File: config.mk
export PLATFORM = sky130hd
export DESIGN_NAME = bitmap_id_allocator
export DESIGN_NICKNAME = d
export VERILOG_FILES = /design/src/sv/bia_pkg.sv /design/src/sv/bitmap_id_allocator.sv /design/src/sv/bia_ffs.sv
export SDC_FILE = /design/constraint.sdc
export NUM_CORES = 2
export LEC_CHECK = 0
export ABC_AREA = 1
export CORE_MARGIN = 2
export CORE_UTILIZATION = 64
export CTS_CLUSTER_DIAMETER = 100
export CTS_CLUSTER_SIZE = 25
export DETAILED_ROUTE_END_ITERATION = 12
export DONT_BUFFER_PORTS = 1
export PLACE_DENSITY = 0.8
export SLEW_MARGIN = 0
export SYNTH_ARGS = -nofsm -noshare
export SYNTH_HDL_FRONTEND = slang
export SYNTH_HIERARCHICAL = 1
export SYNTH_SLANG_ARGS = --single-unit
File: constraint.sdc
create_clock -name clk -period 7.9 [get_ports clk]
set_clock_uncertainty 0.1 [all_clocks]
set_input_delay 1.58 -clock clk [delete_from_list [all_inputs] [get_ports clk]]
set_output_delay 1.58 -clock clk [all_outputs]
set_load 0.01 [all_outputs]
File: src/sv/bia_pkg.sv
`default_nettype none
package bia_pkg;

  localparam int MAX_IDS = 1024;
  localparam int ID_W    = 10;
  localparam int CNT_W   = 11;
  localparam int CMD_W   = 2;
  localparam int STAT_W  = 3;

  localparam logic [CMD_W-1:0] CMD_ALLOC   = 2'd0;
  localparam logic [CMD_W-1:0] CMD_CLAIM   = 2'd1;
  localparam logic [CMD_W-1:0] CMD_RELEASE = 2'd2;
  localparam logic [CMD_W-1:0] CMD_BAD     = 2'd3;

  localparam logic [STAT_W-1:0] ST_OK        = 3'd0;
  localparam logic [STAT_W-1:0] ST_NONE_FREE = 3'd1;
  localparam logic [STAT_W-1:0] ST_TAKEN     = 3'd2;
  localparam logic [STAT_W-1:0] ST_RANGE     = 3'd3;
  localparam logic [STAT_W-1:0] ST_NOT_ALLOC = 3'd4;

  localparam logic [CNT_W-1:0] ID_COUNT_RESET = CNT_W'(MAX_IDS);

  typedef struct packed {
    logic [CMD_W-1:0] cmd;
    logic [ID_W-1:0]  req_id;
  } req_t;

  typedef struct packed {
    logic [ID_W-1:0]   result_id;
    logic [STAT_W-1:0] status;
    logic [CNT_W-1:0]  free_count;
  } rsp_t;

endpackage
`default_nettype wire

File: src/sv/bitmap_id_allocator.sv
`default_nettype none
// A result beat is set valid at the end of the exec state, which follows the accept
// in the idle state. No new request is taken until the read-modify-write of one
// bitmap word in the map memory ends (read in the accept cycle, write in the next).
// Reset (synchronous, active high) sets the count to 1024 and the free count to
// 1024; the map is cleared at once through per-word valid flags, no clearing pass.
module bitmap_id_allocator #(
  parameter int WORD_BITS = 64
) (
  input  wire logic                      clk,
  input  wire logic                      rst,
  input  wire logic                      req_valid,
  output logic                           req_stall,
  input  wire bia_pkg::req_t             req,
  output logic                           rsp_valid,
  input  wire logic                      rsp_stall,
  output bia_pkg::rsp_t                  rsp,
  input  wire logic                      cfg_valid,
  output logic                           cfg_ready,
  input  wire logic [bia_pkg::CNT_W-1:0] cfg_data
);
  import bia_pkg::*;

  // WORD_BITS is a power of two, so an identifier splits into a word address
  // (upper bits) and a bit position (lower bits).
  localparam int BIT_W     = $clog2(WORD_BITS);
  localparam int ADDR_W    = ID_W - BIT_W;
  localparam int MAP_WORDS = 1 << ADDR_W;

  localparam logic ST_IDLE = 1'b0;
  localparam logic ST_EXEC = 1'b1;

  // The map memory holds one used bit per identifier. A word whose valid flag
  // is clear has not been written since the last reset or count write and
  // reads as all free.
  logic [WORD_BITS-1:0] map_mem [MAP_WORDS];
  logic [WORD_BITS-1:0] rd_data;
  logic [MAP_WORDS-1:0] word_valid;
  // A word is full when every identifier in it below the count is used.
  // Words that lie entirely at or above the count are always full.
  logic [MAP_WORDS-1:0] word_full;

  logic             state;
  logic [CNT_W-1:0] id_count;
  logic [CNT_W-1:0] free_ids;

  logic [CMD_W-1:0]  cmd_q;
  logic [ID_W-1:0]   req_id_q;
  logic [ADDR_W-1:0] addr_q;
  logic              word_found_q;

  logic              accept;
  logic              exec_go;
  logic              cfg_write;

  logic              word_found;
  logic [ADDR_W-1:0] word_index;
  logic [ADDR_W-1:0] rd_addr;

  logic [WORD_BITS-1:0] word_cur;
  logic [WORD_BITS-1:0] oor_mask;
  logic [WORD_BITS-1:0] word_new;
  logic                 bit_found;
  logic [BIT_W-1:0]     bit_index;
  logic [BIT_W-1:0]     req_bit;
  logic                 req_oor;
  logic                 wr_en;
  logic [CNT_W-1:0]     free_ids_next;
  rsp_t                 rsp_next;
  logic [CNT_W-1:0]     count_clamped;

  // The handshake. Requests are held off while a word is being modified or
  // while a finished result beat still waits downstream.
  assign req_stall = (state == ST_EXEC) || (rsp_valid && rsp_stall);
  assign accept    = req_valid && !req_stall;
  assign exec_go   = (state == ST_EXEC) && !(rsp_valid && rsp_stall);
  assign cfg_ready = (state == ST_IDLE);
  assign cfg_write = cfg_valid && cfg_ready;

  assign count_clamped = (cfg_data > CNT_W'(MAX_IDS)) ? CNT_W'(MAX_IDS) : cfg_data;

  // Lowest word that still has a free identifier below the count.
  bia_ffs #(
    .WIDTH (MAP_WORDS)
  ) u_word_ffs (
    .bits  (~word_full),
    .found (word_found),
    .index (word_index)
  );

  assign rd_addr = (req.cmd == CMD_ALLOC) ? word_index : req.req_id[ID_W-1:BIT_W];

  always_ff @(posedge clk) begin
    if (accept) begin
      rd_data <= map_mem[rd_addr];
    end
    if (wr_en) begin
      map_mem[addr_q] <= word_new;
    end
  end

  // Modify stage. The word read in the accept cycle is combined with the
  // out-of-range mask so that the search never returns an identifier at or
  // above the count.
  assign word_cur = word_valid[addr_q] ? rd_data : '0;
  assign req_bit  = req_id_q[BIT_W-1:0];
  assign req_oor  = ({1'b0, req_id_q} >= id_count);

  always_comb begin
    for (int b = 0; b < WORD_BITS; b++) begin
      oor_mask[b] = ({1'b0, addr_q, BIT_W'(b)} >= id_count);
    end
  end

  bia_ffs #(
    .WIDTH (WORD_BITS)
  ) u_bit_ffs (
    .bits  (~(word_cur | oor_mask)),
    .found (bit_found),
    .index (bit_index)
  );

  always_comb begin
    word_new            = word_cur;
    wr_en               = 1'b0;
    free_ids_next       = free_ids;
    rsp_next.result_id  = '0;
    rsp_next.status     = ST_OK;
    unique case (cmd_q)
      CMD_ALLOC: begin
        if (word_found_q && bit_found) begin
          word_new[bit_index] = 1'b1;
          wr_en               = exec_go;
          free_ids_next       = free_ids - 1'b1;
          rsp_next.result_id  = {addr_q, bit_index};
        end else begin
          rsp_next.status = ST_NONE_FREE;
        end
      end
      CMD_CLAIM: begin
        if (req_oor) begin
          rsp_next.status = ST_RANGE;
        end else if (word_cur[req_bit]) begin
          rsp_next.status = ST_TAKEN;
        end else begin
          word_new[req_bit]  = 1'b1;
          wr_en              = exec_go;
          free_ids_next      = (free_ids != '0) ? free_ids - 1'b1 : free_ids;
          rsp_next.result_id = req_id_q;
        end
      end
      CMD_RELEASE: begin
        if (req_oor) begin
          rsp_next.status = ST_RANGE;
        end else if (!word_cur[req_bit]) begin
          rsp_next.status = ST_NOT_ALLOC;
        end else begin
          word_new[req_bit]  = 1'b0;
          wr_en              = exec_go;
          free_ids_next      = (free_ids < id_count) ? free_ids + 1'b1 : free_ids;
          rsp_next.result_id = req_id_q;
        end
      end
      CMD_BAD: begin
        rsp_next.status = ST_RANGE;
      end
      default: begin
        rsp_next.status = ST_RANGE;
      end
    endcase
    rsp_next.free_count = free_ids_next;
  end

  // Request registers hold the command for the modify cycle.
  always_ff @(posedge clk) begin
    if (accept) begin
      cmd_q        <= req.cmd;
      req_id_q     <= req.req_id;
      addr_q       <= rd_addr;
      word_found_q <= word_found;
    end
  end

  // Control state, count registers and per-word flags. A count write clears
  // every valid flag and marks as full exactly the words beyond the new count.
  always_ff @(posedge clk) begin
    if (rst) begin
      state      <= ST_IDLE;
      id_count   <= ID_COUNT_RESET;
      free_ids   <= ID_COUNT_RESET;
      word_valid <= '0;
      for (int w = 0; w < MAP_WORDS; w++) begin
        word_full[w] <= ({1'b0, ADDR_W'(w), {BIT_W{1'b0}}} >= ID_COUNT_RESET);
      end
      rsp_valid  <= 1'b0;
    end else begin
      if (rsp_valid && !rsp_stall) begin
        rsp_valid <= 1'b0;
      end
      if (cfg_write) begin
        id_count   <= count_clamped;
        free_ids   <= count_clamped;
        word_valid <= '0;
        for (int w = 0; w < MAP_WORDS; w++) begin
          word_full[w] <= ({1'b0, ADDR_W'(w), {BIT_W{1'b0}}} >= count_clamped);
        end
      end
      unique case (state)
        ST_IDLE: begin
          if (accept) begin
            state <= ST_EXEC;
          end
        end
        ST_EXEC: begin
          if (exec_go) begin
            state     <= ST_IDLE;
            rsp_valid <= 1'b1;
            free_ids  <= free_ids_next;
            if (wr_en) begin
              word_valid[addr_q] <= 1'b1;
              word_full[addr_q]  <= &(word_new | oor_mask);
            end
          end
        end
        default: begin
          state <= ST_IDLE;
        end
      endcase
    end
  end

  // The result register is payload and needs no reset.
  always_ff @(posedge clk) begin
    if (exec_go) begin
      rsp <= rsp_next;
    end
  end

endmodule
`default_nettype wire

File: src/sv/bia_ffs.sv
`default_nettype none
// Finds the lowest set bit of a vector.
module bia_ffs #(
  parameter int WIDTH = 64
) (
  input  wire logic [WIDTH-1:0]         bits,
  output logic                          found,
  output logic [$clog2(WIDTH)-1:0]      index
);

  always_comb begin
    found = |bits;
    index = '0;
    for (int i = WIDTH - 1; i >= 0; i--) begin
      if (bits[i]) begin
        index = ($clog2(WIDTH))'(i);
      end
    end
  end

endmodule
`default_nettype wire
== After elaboration in Yosys (flattened, before gate mapping) ==
Memory sizes are Yosys's and may differ from the RTL's. A register that Yosys moved wholly into a read port is not among the register bits.
Cells that the tools add are included.

* Equal/unequal tests: 3
* Reduce and logical (&&, ||, !) cells: 19
* Add/subtract/negate cells: 2
* Bitwise logic cells: 10
* Mux-type cells: 147
* Order comparisons: 89

{| class="wikitable"
|+ Operators by type and width
! kind !! number
|-
| $ge A10 B11 Y1 || 65
|-
| $mux W6 || 64
|-
| $mux W64 || 6
|-
| $or A64 B64 Y64 || 4
|-
| $pmux W64 S3 || 1
|-
| $mux W16 || 10
|-
| $not A64 Y64 || 2
|-
| $mux W11 || 11
|-
| $ge A10 B11 Y1 const A || 8
|-
| $mux W4 || 17
|-
| $and A64 B64 Y64 || 1
|-
| $reduce_and A64 Y1 || 1
|-
| $reduce_or A64 Y1 || 1
|-
| $mux W10 || 5
|-
| $ge A9 B11 Y1 const A || 4
|-
| $pmux W11 S3 || 1
|-
| $pmux W10 S3 || 1
|-
| $ge A8 B11 Y1 const A || 2
|-
| $mux W1 || 18
|-
| $bwmux W16 || 1
|-
| $not A16 Y16 || 1
|-
| $or A16 B16 Y16 || 1
|-
| $reduce_or A16 Y1 || 1
|-
| $lt A6 B7 Y1 const B || 2
|-
| other kinds (26) || 42
|}

* Bits in writable memories: 1024
* Register bits: 97
* Output and inout port bits: 27
* Word-level logic and storage cells: 284
* Memories kept: 1

{| class="wikitable"
|+ Memory list
! name !! depth !! width !! read ports !! clocked after Yosys merged registers in !! write ports !! RTL line !! RTL
|-
| map_mem || 16 || 64 || 1 || 1 || 1 || bitmap_id_allocator.sv:36 || <nowiki>logic [WORD_BITS-1:0] map_mem [MAP_WORDS];</nowiki>
|}

== Longest topological paths before layout ==
* Depth in word-level cells: 82
* Mapped depth: 96
* Depth with buffers taken out: 93

== Cells and area by module ==
The synthesis kept the hierarchy.

{| class="wikitable"
|+ By module, submodules not included
! module !! sequential area each (um^2) !! cells each !! times used !! area an instance (um^2)
|-
| bitmap_id_allocator || 35023.6 || 4999 || 1 || 53241.1
|-
| bia_ffs at u_bit_ffs || 0.0 || 235 || 1 || 1024.7
|-
| bia_ffs at u_word_ffs || 0.0 || 49 || 1 || 209.0
|}

== Worst setup path after synthesis ==
OpenSTA, ideal clock, no wires.

* Kind: flip-flop to flip-flop
* From: reg addr_q[2]
* To: reg word_full[11]
* Data arrival time: 6.749 ns
* Setup slack: 0.982 ns
* Setup time: 0.069 ns
* Cell stages (with the launch flop): 89
* Period minus slack after synthesis: 6.918 ns
* Path buffers: 1
* Data required time: 7.731 ns
* Path through: edfxtp_1 ha_1 a21oi_1 a2bb2oi_1 nand2_1 a21oi_1 inv_1 a21oi_1 inv_1 nor2_1 inv_2 nand2_1 nand2_1 nand2_1 nand2_1 nand2_1 nand2_1 nand2_1 [53 not listed] a21oi_2 inv_1 nor3_1 nand2_1 o21ai_0 nand2_1 o21ai_0 a21oi_1 o21ai_0 o21ai_0 nor2_1 nand2_1 nor2_1 nand2_1 nor2_2 buf_2 nor2_1 nor2_1

* Word-level cells in the longest chain between the ends: 82
* Elaborated cells on any way between the ends: 168
* Those cells by class: order compare (68); mux (89); bitwise (6); reduce/logical (5)

{| class="wikitable"
|+ Ends and longest elaborated chain
! item !! RTL line !! RTL
|-
| start, declared || bitmap_id_allocator.sv:49 || <nowiki>logic [ADDR_W-1:0] addr_q;</nowiki>
|-
| start signal, assigned || bitmap_id_allocator.sv:179 || <nowiki>addr_q <= rd_addr;</nowiki>
|-
| $bmux W1 S4 || bitmap_id_allocator.sv:105 || <nowiki>assign word_cur = word_valid[addr_q] ? rd_data : '0;</nowiki>
|-
| $mux W1 (not written as such) || bitmap_id_allocator.sv:105 ||
|-
| $mux W64 || bitmap_id_allocator.sv:105 ||
|-
| $or A64 B64 Y64 * || bitmap_id_allocator.sv:118 || <nowiki>.bits (~(word_cur | oor_mask)),</nowiki>
|-
| $not A64 Y64 * || bitmap_id_allocator.sv:118 ||
|-
| $mux W6 (63 in series) || bia_ffs.sv:15 || <nowiki>if (bits[i]) begin</nowiki>
|-
| $mux W6 * || bia_ffs.sv:15 ||
|-
| net bit_index[0] || bitmap_id_allocator.sv:64 || <nowiki>logic [BIT_W-1:0] bit_index;</nowiki>
|-
| [6 not listed] || n/a ||
|-
| $pmux W64 S3 * || bitmap_id_allocator.sv:129 || <nowiki>unique case (cmd_q)</nowiki>
|-
| net word_new[13] || bitmap_id_allocator.sv:62 || <nowiki>logic [WORD_BITS-1:0] word_new;</nowiki>
|-
| $or A64 B64 Y64 * || bitmap_id_allocator.sv:221 || <nowiki>word_full[addr_q] <= &(word_new | oor_mask);</nowiki>
|-
| $reduce_and A64 Y1 * || bitmap_id_allocator.sv:221 ||
|-
| $bwmux W16 * || bitmap_id_allocator.sv:221 ||
|-
| $mux W16 * || bitmap_id_allocator.sv:219 || <nowiki>if (wr_en) begin</nowiki>
|-
| $mux W16 * || bitmap_id_allocator.sv:215 || <nowiki>if (exec_go) begin</nowiki>
|-
| $mux W16 * || bitmap_id_allocator.sv:208 || <nowiki>unique case (state)</nowiki>
|-
| end signal, assigned by index || bitmap_id_allocator.sv:193 || <nowiki>word_full[w] <= ({1'b0, ADDR_W'(w), {BIT_W{1'b0}}} >= ID_COUNT_RESET);</nowiki>
|-
| end signal, assigned by index || bitmap_id_allocator.sv:205 || <nowiki>word_full[w] <= ({1'b0, ADDR_W'(w), {BIT_W{1'b0}}} >= count_clamped);</nowiki>
|-
| end signal, assigned by index || bitmap_id_allocator.sv:221 ||
|-
| end, declared || bitmap_id_allocator.sv:41 || <nowiki>logic [MAP_WORDS-1:0] word_full;</nowiki>
|}

The timed path passes the listed nets; every way through them passes the cells marked *. The select of a mux whose other input is x is not followed.
A chain may end at the register's enable or synchronous reset.

== Worst setup path after layout ==
* From: reg addr_q[2]
* To: reg word_full[9]

The elaborated chain is that of the path after synthesis.

==> qor.txt <==
Sink Count: 1,185
Cell variety after synth: 51
Peak VDD IR: 0.2461 mV
HP Start: word_valid[10]$_SDFF_PP0_
Grt met2 use: 56.73%
Synth async-reset ratio: 0%
Busiest grt layer: met2
Die Wd: 295.7 um
Setup slack, reg-to-reg: 0.32 ns
DRC Markers: 0
Largest delay contributor family on the critical path: simple AND/OR/NAND/NOR gates
Mean Syn Cell Area: 10.31 um2
Combinational share of power: 13.7%
Worst stage delay on the critical path: 0.44 ns
Seq pwr share: 59.5%
Number of flops mapped to enable cells by yosys: 1,129
CTS max path bufs: 3
Grt ovf: 0
Synth-to-Final Area Change: 7.318%
M1 GR Usage: 51.27%
Vias in the first global route: 39,049
Starting Density: 64.89%
Part of the cycle the worst path needs: 95.94%
DRT iter0 DRCs: 6,550
Sequential share of the synthesized area: 64.29%
CP startpoint kind: flip-flop
Post-route cell area: 58,460 um2
Post-CTS Hold Buffers: 0
Port Buf Inserts: 0
Die area: 87,470 um2
Buf/Inv on CP: 11
Outcome: complete, no violations
Max frequency: 0.1319 GHz
CP arrival: 8.09 ns
Max Slew Vio Count: 0
Top cells by count, synth: edfxtp_1 (1,129), nand2_1 (813), nor2_1 (810)
GR Util met3: 7.390%
RSZ-0062 raised after global routing: yes
Multi-input gate area: 17,040 um2
Reg clk slew, reported paths: 0.10 ns
CTS tree: built
Boundary Pins: 55
Switching share of power: 26.20%
Total GRT Usage: 37.07%
DR vias: 42,119
Hold Crit Class: flip-flop to flip-flop
Routed vias/inst: 6.622
P_sw: 3.079 mW
Hold EP: word_valid[10]$_SDFF_PP0_
Fillers: 6,115
Least-Margin Pin Slew: 1.164 ns
YS warnings: 6
Tmin final: 7.579 ns
CTS Buf Count: 54
ANT nets after route: 0
Largest net degree at the start of global routing: 206
Initial antenna violation count: 3
Syn Inst Count: 5,283
WL final: 163.7 mm
Slowest stage cell on the critical path: edfxtp_1
Avg WL per Cell: 25.73 um
Fin. Hold Viols: 0
Worst path most repeated cell: nand2_1
Crit Path Class: flip-flop to flip-flop
MaxCap Viol Count: 0
Reg area: 35,020 um2
Core ar.: 83,950 um2
Worst skew pair latency: 0.68 ns
Post-Syn Nets: 5,338
Internal Power: 8.673 mW
Final number of setup-violating endpoints: 0
Crit path capture type: flip-flop
Clk pwr share: 26.8%
Reg2Reg Depth: 80
Dpl hpwl: 97.77 mm
Post-layout net count: 5,267
Rows: 106
Synth Register Bits: 1,185
Leak: 22.00 nW
Die height: 295.7 um
Smallest hold slack: 0.3671 ns
Synth Cell Area: 54,470 um2
RR Endpoint: word_full[9]$_SDFF_PP0_
GPL Wtd Cong: 1.122
Yosys top cell area share: 62.24%
DR pass1 iterations: 6
Relative slew slack: 22.30%
Setup TNS: 0 ns
First-pass GRT wire length: 242.1 mm
Hold Path Stages: 2
H-tree levels: 2
Clock root buffer: clkbuf_16
Dominant cells by area after synthesis: edfxtp_1 (62%), o21ai_0 (7.0%), nand2_1 (5.6%)
Cell area after placement: 56,380 um2
Synth area leader: edfxtp_1
Top FF cell, synth: edfxtp_1
Reg-to-Reg Start: addr_q[2]$_DFFE_PP_
Count leader, synth: edfxtp_1
Share of cells above drive strength 1: 8.577%
CP max FO: 12
Worst EP required: 8.41 ns
Pwr per Cell Area: 201.0 nW/um2
layout by cell type, fill, tap and decap left out, drive strengths merged, types with 114 or more instances in the layout:
cell type | netlist | layout
buf | 29 | 186
inv | 381 | 386
nand2 | 835 | 835
nor2 | 814 | 814
o221ai | 190 | 190
o21ai | 826 | 826
a21oi | 184 | 184
nand3 | 183 | 183
edfxtp | 1129 | 1129
o211ai | 114 | 114
power groups by stage:
stage          sequential [mW]  clock, mW  combinational [mW]
6_report                  7.00       3.15                1.61
5_1_grt                   7.00       3.35                1.73
3_3_place_gp              7.14          0                1.49
4_1_cts                   6.99       3.15                1.53
2_1_floorplan             7.10          0                1.05
3_5_place_dp              7.14          0                1.52
layout make-up:
cell class                      instances  area share, %
Inverter                              407          2.900
Multi-Input combinational cell       3377          29.15
Clock buffer                           61          2.429
Sequential cell                      1185          59.91
Timing Repair Buffer                  187          3.050
Clock inverter                          6         0.1220
Tap cell                             1134          2.427
Antenna cell                            3        0.01284
cell families (layout without fill, tap and decap cells):
family | Yosys count | in the layout | share of synthesized area (%)
compound gates | 1423 | 1423 | 15.29
xor+xnor | 16 | 16 | 0.2572
fa+ha+maj | 27 | 27 | 0.6201
buf+inv | 721 | 661 | 5.299
flops | 1185 | 1185 | 64.29
other cells | 0 | 3 | 0
simple gates | 1911 | 1911 | 14.24
metrics by stage:
step	instances	utilization, %	power [mW]	setup WS [ns]
6_report	6360	69.64	11.75	0.3209
5_1_grt	6357	69.63	12.08	-0.3711
4_1_cts	6339	68.94	11.67	0.1746
3_5_place_dp	6272	67.16	8.655	0.2193
3_3_place_gp	6272	67.16	8.625	0.2629
2_1_floorplan	5283	-	8.150	0.9818
how the worst max path moves through the flow:
stage / startpoint / end / cells after the start
final: addr_q[2]$_DFFE_PP_ / word_full[9]$_SDFF_PP0_ / 80
after floorplan: addr_q[2]$_DFFE_PP_ / word_full[11]$_SDFF_PP0_ / 88
after global routing: addr_q[2]$_DFFE_PP_ / word_full[8]$_SDFF_PP0_ / 76
after global placement: addr_q[2]$_DFFE_PP_ / word_full[11]$_SDFF_PP0_ / 85
after detailed placement: id_count[8]$_SDFFE_PP0P_ / word_full[13]$_SDFF_PP0_ / 86
after CTS: id_count[8]$_SDFFE_PP0P_ / word_full[13]$_SDFF_PP0_ / 86
timing repair:
item                       CTS  global route
buffers inserted             0            17
gates resized for setup      0           134
setup endpoints to repair    0           512
flip-flops by register name, summed over array words and instances, names as in the netlist:
signal / count
addr_q: 4
cmd_q: 2
free_ids: 11
id_count: 11
map_mem: 1024
rd_data: 64
req_id_q: 10
rsp: 24
rsp_valid: 1
state: 1
word_found_q: 1
word_full: 16
word_valid: 16
layer usage:
metal  share of wire (%)  up-vias
li1                    -    18597
met1                  37    20034
met2                  45     2909
met4                 5.6        2
met3                  12      577
met5              0.0079        -
worst reg2reg max path: cells and delay by family (launching register included):
| kind | cells | cell delay, ns |
|---|---|---|
| compound gates | 7 | 0.86 |
| fa+ha+maj | 1 | 0.24 |
| buf+inv | 11 | 1.53 |
| flops | 1 | 0.44 |
| simple gates | 61 | 4.37 |
(Power assumes the default switching activity.)
